$ cat src/ffba_pkg.sv
// ffba_pkg.sv: shared types and codes of the first-fit block allocator
`timescale 1ns / 1ps

package ffba_pkg;

  localparam logic [1:0] CMD_ALLOC  = 2'd0;
  localparam logic [1:0] CMD_ERASE  = 2'd1;
  localparam logic [1:0] CMD_DEFRAG = 2'd2;

  localparam logic [1:0] STAT_ALLOCATED = 2'd0;
  localparam logic [1:0] STAT_NULL      = 2'd1;
  localparam logic [1:0] STAT_ILLEGAL   = 2'd2;
  localparam logic [1:0] STAT_DONE      = 2'd3;

  typedef struct packed {
    logic [1:0]         command;
    logic signed [31:0] argument;
  } ffba_req_t;

  typedef struct packed {
    logic [1:0]  status;
    logic [15:0] block_id;
  } ffba_res_t;

  typedef enum logic [2:0] {
    S_CLEAR,
    S_IDLE,
    S_SCAN,
    S_FILL,
    S_ZERO
  } ffba_state_t;

endpackage

$ cat src/ffba_ram.sv
// ffba_ram.sv: generic simple dual-port ram with registered read
`timescale 1ns / 1ps

module ffba_ram #(
  parameter int WIDTH = 16,
  parameter int DEPTH = 128,
  localparam int AW = (DEPTH > 1) ? $clog2(DEPTH) : 1
) (
  input  logic             clk,
  input  logic             we,
  input  logic [AW-1:0]    waddr,
  input  logic [WIDTH-1:0] wdata,
  input  logic [AW-1:0]    raddr,
  output logic [WIDTH-1:0] rdata
);

  logic [WIDTH-1:0] mem [DEPTH];

  always_ff @(posedge clk) begin
    if (we) begin
      mem[waddr] <= wdata;
    end
    rdata <= mem[raddr];
  end

endmodule

$ cat src/ffba_seq.sv
// ffba_seq.sv: command sequencer that scans and rewrites the cell ram
`timescale 1ns / 1ps

module ffba_seq
  import ffba_pkg::*;
#(
  parameter int CELL_COUNT = 128,
  parameter int ID_BITS = 16,
  localparam int CB = (CELL_COUNT > 1) ? $clog2(CELL_COUNT) : 1,
  localparam int CNT_W = $clog2(CELL_COUNT + 1)
) (
  input  logic               clk,
  input  logic               rst,
  input  logic               start,
  input  ffba_req_t          request,
  input  logic [CNT_W-1:0]   cell_count,
  output logic               busy,
  output logic               done,
  output ffba_res_t          result,
  output logic               mem_we,
  output logic [CB-1:0]      mem_waddr,
  output logic [ID_BITS-1:0] mem_wdata,
  output logic [CB-1:0]      mem_raddr,
  input  logic [ID_BITS-1:0] mem_rdata
);

  localparam logic [ID_BITS-1:0] ID_MASK = '1;
  localparam logic [CB-1:0] LAST_CELL = CB'(CELL_COUNT - 1);

  ffba_state_t state, state_next;

  logic [1:0]         cmd;
  logic [31:0]        arg;
  logic [CNT_W-1:0]   len;
  logic [CNT_W-1:0]   rd_idx;
  logic               pend;
  logic [CB-1:0]      pend_idx;
  logic [CNT_W-1:0]   run;
  logic [CB-1:0]      run_start;
  logic               hit;
  logic [CNT_W-1:0]   wr_idx;
  logic [CB-1:0]      fill_ptr;
  logic [CB-1:0]      fill_end;
  logic [CB-1:0]      clr_idx;
  logic [ID_BITS-1:0] last_id;
  logic [31:0]        id_wide;

  logic req_pos, alloc_ok, scan_issue, scan_end, cell_free, alloc_hit, erase_hit;
  logic zero_last;

  assign req_pos  = !request.argument[31] && (request.argument != 32'sd0);
  assign alloc_ok = req_pos && (32'(cell_count) >= $unsigned(request.argument))
                    && (last_id != ID_MASK);

  assign scan_issue = (state == S_SCAN) && (rd_idx < cell_count);
  assign scan_end   = (state == S_SCAN) && !pend && !scan_issue;
  assign cell_free  = (mem_rdata == '0);
  // run of free cells reaches the requested length on this cell
  assign alloc_hit  = (state == S_SCAN) && pend && (cmd == CMD_ALLOC) && cell_free
                      && (CNT_W'(run + 1'b1) == len);
  assign erase_hit  = pend && (cmd == CMD_ERASE) && (32'(mem_rdata) == arg);
  assign zero_last  = (CNT_W'(wr_idx + 1'b1) >= cell_count);
  assign id_wide    = 32'(last_id);
  assign busy       = (state != S_IDLE);

  // next state
  always_comb begin
    state_next = state;
    case (state)
      S_CLEAR: begin
        if (clr_idx == LAST_CELL) state_next = S_IDLE;
      end
      S_IDLE: begin
        if (start) begin
          case (request.command)
            CMD_ALLOC:  if (alloc_ok) state_next = S_SCAN;
            CMD_ERASE:  if (req_pos) state_next = S_SCAN;
            CMD_DEFRAG: state_next = S_SCAN;
            default:    state_next = S_IDLE;
          endcase
        end
      end
      S_SCAN: begin
        if (alloc_hit) begin
          state_next = S_FILL;
        end else if (scan_end) begin
          if (cmd == CMD_DEFRAG && wr_idx < cell_count) state_next = S_ZERO;
          else state_next = S_IDLE;
        end
      end
      S_FILL: begin
        if (fill_ptr == fill_end) state_next = S_IDLE;
      end
      S_ZERO: begin
        if (zero_last) state_next = S_IDLE;
      end
      default: state_next = S_IDLE;
    endcase
  end

  // ram port controls
  always_comb begin
    mem_we    = 1'b0;
    mem_waddr = pend_idx;
    mem_wdata = '0;
    mem_raddr = rd_idx[CB-1:0];
    case (state)
      S_CLEAR: begin
        mem_we    = 1'b1;
        mem_waddr = clr_idx;
      end
      S_SCAN: begin
        if (erase_hit) begin
          mem_we = 1'b1;
        end else if (pend && cmd == CMD_DEFRAG && !cell_free) begin
          // move the used cell down to the packing pointer
          mem_we    = 1'b1;
          mem_waddr = wr_idx[CB-1:0];
          mem_wdata = mem_rdata;
        end
      end
      S_FILL: begin
        mem_we    = 1'b1;
        mem_waddr = fill_ptr;
        mem_wdata = last_id;
      end
      S_ZERO: begin
        mem_we    = 1'b1;
        mem_waddr = wr_idx[CB-1:0];
      end
      default: mem_we = 1'b0;
    endcase
  end

  always_ff @(posedge clk) begin
    if (rst) begin
      state   <= S_CLEAR;
      clr_idx <= '0;
      last_id <= '0;
      pend    <= 1'b0;
      done    <= 1'b0;
    end else begin
      state <= state_next;
      pend  <= scan_issue;
      done  <= 1'b0;
      case (state)
        S_CLEAR: begin
          clr_idx <= clr_idx + 1'b1;
        end
        S_IDLE: begin
          if (start) begin
            cmd    <= request.command;
            arg    <= $unsigned(request.argument);
            len    <= request.argument[CNT_W-1:0];
            rd_idx <= '0;
            run    <= '0;
            hit    <= 1'b0;
            wr_idx <= '0;
            result.block_id <= '0;
            case (request.command)
              CMD_ALLOC: begin
                if (!alloc_ok) begin
                  done          <= 1'b1;
                  result.status <= STAT_NULL;
                end
              end
              CMD_ERASE: begin
                if (!req_pos) begin
                  done          <= 1'b1;
                  result.status <= STAT_ILLEGAL;
                end
              end
              CMD_DEFRAG: done <= 1'b0;
              default: begin
                done          <= 1'b1;
                result.status <= STAT_DONE;
              end
            endcase
          end
        end
        S_SCAN: begin
          if (scan_issue) begin
            rd_idx   <= rd_idx + 1'b1;
            pend_idx <= rd_idx[CB-1:0];
          end
          if (pend) begin
            if (cell_free) begin
              run <= run + 1'b1;
              if (run == '0) run_start <= pend_idx;
            end else begin
              run <= '0;
            end
            if (erase_hit) hit <= 1'b1;
            if (cmd == CMD_DEFRAG && !cell_free) wr_idx <= wr_idx + 1'b1;
          end
          if (alloc_hit) begin
            fill_ptr <= (run == '0) ? pend_idx : run_start;
            fill_end <= pend_idx;
            last_id  <= last_id + 1'b1;
          end else if (scan_end) begin
            case (cmd)
              CMD_ALLOC: begin
                done          <= 1'b1;
                result.status <= STAT_NULL;
              end
              CMD_ERASE: begin
                done          <= 1'b1;
                result.status <= hit ? STAT_DONE : STAT_ILLEGAL;
              end
              default: begin
                if (wr_idx >= cell_count) begin
                  done          <= 1'b1;
                  result.status <= STAT_DONE;
                end
              end
            endcase
          end
        end
        S_FILL: begin
          fill_ptr <= fill_ptr + 1'b1;
          if (fill_ptr == fill_end) begin
            done            <= 1'b1;
            result.status   <= STAT_ALLOCATED;
            result.block_id <= id_wide[15:0];
          end
        end
        S_ZERO: begin
          wr_idx <= wr_idx + 1'b1;
          if (zero_last) begin
            done          <= 1'b1;
            result.status <= STAT_DONE;
          end
        end
        default: done <= 1'b0;
      endcase
    end
  end

  a_idle_no_write: assert property (@(posedge clk) disable iff (rst)
    (state == S_IDLE) |-> !mem_we)
    else $error("cell ram written while idle");

  a_id_only_on_alloc: assert property (@(posedge clk) disable iff (rst)
    done |-> (result.block_id == '0 || result.status == STAT_ALLOCATED))
    else $error("nonzero block id on a failed transaction");

  a_fill_range: assert property (@(posedge clk) disable iff (rst)
    (state == S_FILL) |-> (fill_ptr <= fill_end && last_id != '0))
    else $error("fill pointer past end of run");

  a_scan_write_needs_data: assert property (@(posedge clk) disable iff (rst)
    (state == S_SCAN && mem_we) |-> pend)
    else $error("scan write without read data");

  a_fill_follows_hit: assert property (@(posedge clk) disable iff (rst)
    $rose(state == S_FILL) |-> $past(alloc_hit))
    else $error("fill entered without a free run");

endmodule

$ cat src/first_fit_block_allocator_core.sv
// first_fit_block_allocator_core.sv: top level of the first-fit block allocator
`timescale 1ns / 1ps
//
//  channel   signals                     transaction
//  command   start, busy, request        start && !busy
//  result    done, result                done (one cycle, no back-pressure)
//  config    cfg_valid, cfg_ready, cfg_data   cfg_valid && cfg_ready
//
//  erase and a failed allocate scan the m = min(memory_size, CELL_COUNT) cells in use at
//  one cell a cycle; a successful allocate stops at the end of its run and stamps one cell
//  a cycle; defragment packs the used cells down and clears the free cells left at the top.
//  rejected arguments and unused commands answer without a scan.
//  after reset a clearing pass zeroes all CELL_COUNT cells of the cell ram, busy stays high.
//  the cell ram port (one read, one write per cycle) sets the rate; done is never stalled.

module first_fit_block_allocator_core
  import ffba_pkg::*;
#(
  parameter int CELL_COUNT = 128,
  parameter int ID_BITS = 16
) (
  input  logic      clk,
  input  logic      rst,
  input  logic      start,
  input  ffba_req_t request,
  output logic      busy,
  output logic      done,
  output ffba_res_t result,
  input  logic      cfg_valid,
  output logic      cfg_ready,
  input  logic [7:0] cfg_data
);

  localparam int CB = (CELL_COUNT > 1) ? $clog2(CELL_COUNT) : 1;
  localparam int CNT_W = $clog2(CELL_COUNT + 1);
  localparam int SZ_W = (CNT_W > 8) ? CNT_W : 8;

  logic [7:0]         memory_size;
  logic [SZ_W-1:0]    size_wide;
  logic [CNT_W-1:0]   cell_count;
  logic               mem_we;
  logic [CB-1:0]      mem_waddr;
  logic [CB-1:0]      mem_raddr;
  logic [ID_BITS-1:0] mem_wdata;
  logic [ID_BITS-1:0] mem_rdata;

  assign cfg_ready = 1'b1;

  always_ff @(posedge clk) begin
    if (rst) begin
      memory_size <= 8'd128;
    end else if (cfg_valid && cfg_ready) begin
      memory_size <= cfg_data;
    end
  end

  // register value saturates at the built cell count
  assign size_wide  = SZ_W'(memory_size);
  assign cell_count = (size_wide > SZ_W'(CELL_COUNT)) ? CNT_W'(CELL_COUNT)
                                                      : CNT_W'(size_wide);

  ffba_seq #(
    .CELL_COUNT(CELL_COUNT),
    .ID_BITS(ID_BITS)
  ) u_seq (
    .clk(clk),
    .rst(rst),
    .start(start),
    .request(request),
    .cell_count(cell_count),
    .busy(busy),
    .done(done),
    .result(result),
    .mem_we(mem_we),
    .mem_waddr(mem_waddr),
    .mem_wdata(mem_wdata),
    .mem_raddr(mem_raddr),
    .mem_rdata(mem_rdata)
  );

  ffba_ram #(
    .WIDTH(ID_BITS),
    .DEPTH(CELL_COUNT)
  ) u_cells (
    .clk(clk),
    .we(mem_we),
    .waddr(mem_waddr),
    .wdata(mem_wdata),
    .raddr(mem_raddr),
    .rdata(mem_rdata)
  );

endmodule
$ cat config.mk
export PLATFORM = sky130hd
export DESIGN_NAME = first_fit_block_allocator_core
export DESIGN_NICKNAME = d
export VERILOG_FILES = /design/src/ffba_pkg.sv /design/src/ffba_ram.sv /design/src/ffba_seq.sv /design/src/first_fit_block_allocator_core.sv
export SDC_FILE = /design/constraint.sdc
export NUM_CORES = 2
export LEC_CHECK = 0
export CAP_MARGIN = 40
export CORE_MARGIN = 2
export CORE_UTILIZATION = 40
export CTS_CLUSTER_SIZE = 8
export DETAILED_ROUTE_END_ITERATION = 16
export DONT_BUFFER_PORTS = 1
export HOLD_SLACK_MARGIN = 0.12
export PLACE_DENSITY = 0.52
export SYNTH_ARGS = -nofsm -noshare
export SYNTH_HDL_FRONTEND = slang
export SYNTH_SLANG_ARGS = --single-unit
$ cat constraint.sdc
create_clock -name clk -period 6.8 [get_ports clk]
set_clock_uncertainty 0.1 [all_clocks]
set_input_delay 0.68 -clock clk [delete_from_list [all_inputs] [get_ports clk]]
set_output_delay 0.68 -clock clk [all_outputs]
set_load 0.02 [all_outputs]
==> load_flow_metrics.sql <==
INSERT INTO impl_metrics (metric_group, metric, value, unit) VALUES
('run_status', 'outcome', 'completed', ''),
('yosys', 'synth_flop_cell', 'edfxtp_1', ''),
('pwr', 'power.net_switching', '0.00552', 'W'),
('grt', 'globalRoute.totalOverflow', '0', ''),
('yosys', 'synthesis.yosys.warnings', '0', ''),
('yosys', 'synth.most_common_cell', 'edfxtp_1', ''),
('hold_path', 'hp-start', 'request[31]', ''),
('timing', 'timing_worst_slew_pin_value', '944', 'ps'),
('worst_setup_path', 'worst_r2r_path_depth', '11', ''),
('yosys', 'netlist_top_cells_count', '2153 x edfxtp_1, 646 x mux4_2, 184 x nor2_1, 93 x clkbuf_1, 85 x nand2_1', ''),
('clock_tree', 'clock_tree.buffer_depth', '4', ''),
('routing', 'initial_detailed_routing_violation_count', '4555', ''),
('timing', 'rsz0062_at_grt', 'false', ''),
('finish', 'finalNetCount', '4415', ''),
('clock_tree', 'clock-sinks', '2205', ''),
('finish', 'layout_area_growth_over_synthesis', '17.0', '%'),
('hold_path', 'holdPathEnd', 'u_seq.state[2]$_SDFFE_PP0P_', ''),
('die', 'dieArea', '220000', 'µm²'),
('die', 'floorplan.io_pins', '67', ''),
('hold_path', 'hold-path-cell-count', '5', ''),
('yosys', 'synth.net_count', '3986', ''),
('yosys', 'synth_enable_flop_cells', '2153', ''),
('pwr', 'sw_frac_of_total', '19.1', '%'),
('yosys', 'post_synth_main_area_contributors', 'edfxtp_1 75%, mux4_2 17%, dfxtp_1 1.2%', ''),
('worst_setup_path', 'worst-endpoint-required', '7320', 'ps'),
('timing', 'final.period_utilization', '75.9', '%'),
('routing', 'routed-via-count', '41900', ''),
('clock_tree', 'clk_pin_slew_worst_paths', '50', 'ps'),
('worst_setup_path', 'ff2ff_setup_slack', '1640', 'ps'),
('yosys', 'postSynthCellCount', '3901', ''),
('grt', 'grt_first_pass_wirelength', '326', 'mm'),
('die', 'core_area', '215000', 'µm²'),
('worst_setup_path', 'timing.critical_path.fanout_max', '24', ''),
('routing', 'highest-signal-layer', 'met4', ''),
('pwr', 'p_seq_share', '51.1', '%'),
('yosys', 'synth-seq-area-share', '75.9', '%'),
('worst_setup_path', 'cp.arrival', '5690', 'ps'),
('yosys', 'netlist_area', '86600', 'µm²'),
('routing', 'wl_met1', '104', 'mm'),
('pwr', 'power.clock.fraction', '48.0', '%'),
('timing', 'setup_viol', '0', ''),
('die', 'std_cell_rows', '170', ''),
('yosys', 'synth.largest_area_cell', 'edfxtp_1', ''),
('die', 'die_x', '469', 'µm'),
('clock_tree', 'clock_tree_from_tritoncts', 'built', ''),
('run', 'maxCapViolations', '0', ''),
('grt', 'groute.usage.overall', '20.7', '%'),
('die', 'fp.dieH', '469', 'µm'),
('finish', 'instances_no_fill', '7206', ''),
('worst_setup_path', 'worstSetupStartpointType', 'flip-flop', ''),
('clock_tree', 'cts.root.buffer_cell', 'clkbuf_16', ''),
('place', 'io_buffers', '0', ''),
('routing', 'drt_pre_antenna_iters', '5', ''),
('place', 'gp_congestion', '0.816', ''),
('finish', 'post-route-cell-area', '101000', 'µm²'),
('grt', 'grt_pass1_vias', '42700', ''),
('routing', 'drc', '0', ''),
('pwr', 'leakage', '26.6', 'nW'),
('timing', 'relSlewSlack', '37.0', '%'),
('routing', 'detail_route.wirelength', '229', 'mm'),
('yosys', 'avg_synthesized_cell_area', '22.2', 'µm²'),
('grt', 'grt_max_degree', '89', ''),
('yosys', 'yosys_cell_types', '82', ''),
('clock_tree', 'ctsHtreeMaxLevel', '5', ''),
('worst_setup_path', 'critPathCaptureType', 'flip-flop', ''),
('place', 'placed_cells', '6786', ''),
('clock_tree', 'postCtsSetupBuffers', '0', ''),
('clock_tree', 'cts-buffers-inserted', '325', ''),
('routing', 'wl_per_cell', '31.7', 'µm'),
('pwr', 'power_share_of_the_combinational_group', '0.9', '%'),
('clock_tree', 'clock_insertion_delay_worst_skew', '930', 'ps');
## state kept, by name, summed over array words and instances (netlist names), 8 cells and up
name and flops:
u_seq.run 8, u_seq.arg 25, u_seq.result 18, memory_size 8, u_seq.wr_idx 8, u_cells.mem 2048, u_seq.rd_idx 8, u_cells.rdata 16
u_seq.last_id 16
## metrics by stage
stage | worst slack, ps | power, W | hold WS (ps) | utilization, %
final | 1640 | 0.0289 | 227 | 47.2
after global routing | 1370 | 0.0298 | 203 | 47.2
after CTS | 1660 | 0.0292 | 142 | 47.1
after detailed placement | 1690 | 0.0153 | 342 | 43.0
after global placement | 1380 | 0.0153 | 345 | 42.5
after floorplan | 2470 | 0.0152 | 326 | -
## worst max-delay path by stage
stage / from / to / slack (ps) / depth (start not counted)
after CTS: u_seq.state[0]$_SDFFE_PP0P_ / u_cells.mem[37][12]$_DFFE_PP_ / 1660 / 10
after global placement: u_seq.state[0]$_SDFFE_PP0P_ / u_cells.mem[30][11]$_DFFE_PP_ / 1380 / 8
after global routing: u_seq.state[0]$_SDFFE_PP0P_ / u_cells.mem[37][12]$_DFFE_PP_ / 1370 / 11
after detailed placement: u_seq.state[0]$_SDFFE_PP0P_ / u_cells.mem[37][7]$_DFFE_PP_ / 1690 / 10
final: u_seq.state[0]$_SDFFE_PP0P_ / u_cells.mem[37][12]$_DFFE_PP_ / 1640 / 11
after floorplan: u_seq.state[0]$_SDFFE_PP0P_ / u_seq.arg[10]$_DFFE_PP_ / 2470 / 5
## routing by layer
| metal | vias up | GRT usage [%] |
|---|---|---|
| met3 | 333 | 3.61 |
| li1 | 17200 | - |
| met5 | - | 0 |
| met1 | 22800 | 31.2 |
| met4 | 0 | 5.70 |
| met2 | 1480 | 31.1 |
## cells by family (layout without fill, tap and decap cells)
family / after synthesis / count (layout) / share of synthesized area, %
other: 1 / 5 / 0.00433
adder cells (fa/ha/maj): 39 / 39 / 0.563
XOR/XNOR: 67 / 67 / 0.711
multiplexers: 699 / 699 / 17.4
buffers and inverters: 236 / 699 / 1.17
AND/OR/NAND/NOR: 462 / 462 / 2.67
flip-flops: 2205 / 2205 / 75.9
AO/OA/AOI/OAI: 192 / 192 / 1.61
## placed cells by master, fill, tap and decap left out, drive strengths merged, types with 26 or more instances in the layout
cell type / instances
clkbuf: 357
edfxtp: 2153
a21oi: 36
ha: 39
dfxtp: 52
xor2: 26
mux2i: 47
xnor2: 39
inv: 37
buf: 250
nand2: 85
a21o: 27
nor2: 192
nor4: 26
dlygate4sd3: 52
mux4: 646
nand3: 28
## area by class of cell
class / count / area, µm²
clock buffers: 357 / 8400
multi-input cells: 1460 / 20300
diodes: 4 / 10.0
fillers: 17600 / 114000
well taps: 2838 / 3550
clock inverters: 4 / 42.5
flip-flops and latches: 2205 / 65700
inverters: 36 / 136
repair buffers: 302 / 3190
## power groups by stage
stage / clock (W) / combinational [W] / sequential [W]
floorplan: 0 / 0.000127 / 0.0150
global placement: 0 / 0.000214 / 0.0150
detailed placement: 0 / 0.000223 / 0.0150
CTS: 0.0142 / 0.000259 / 0.0148
global route: 0.0147 / 0.000272 / 0.0148
finish: 0.0139 / 0.000258 / 0.0148
## what timing repair did
item | CTS | global route
resized for setup | 0 | 0
hold buffers | 53 | 0
setup endpoints to repair | 0 | 0
endpoints found under the hold margin | 140 | 0
## critical path: stages (launching register included)
cell       delay [ps]
dfxtp_1           670
or3_1             810
inv_2             260
and2_1            260
a211oi_1          230
a2bb2oi_1         260
o211ai_1          160
buf_4             260
nand4b_1          490
buf_12            340
nor2_1            640
buf_4             300
Note: power is estimated with default switching activity, not from simulation.
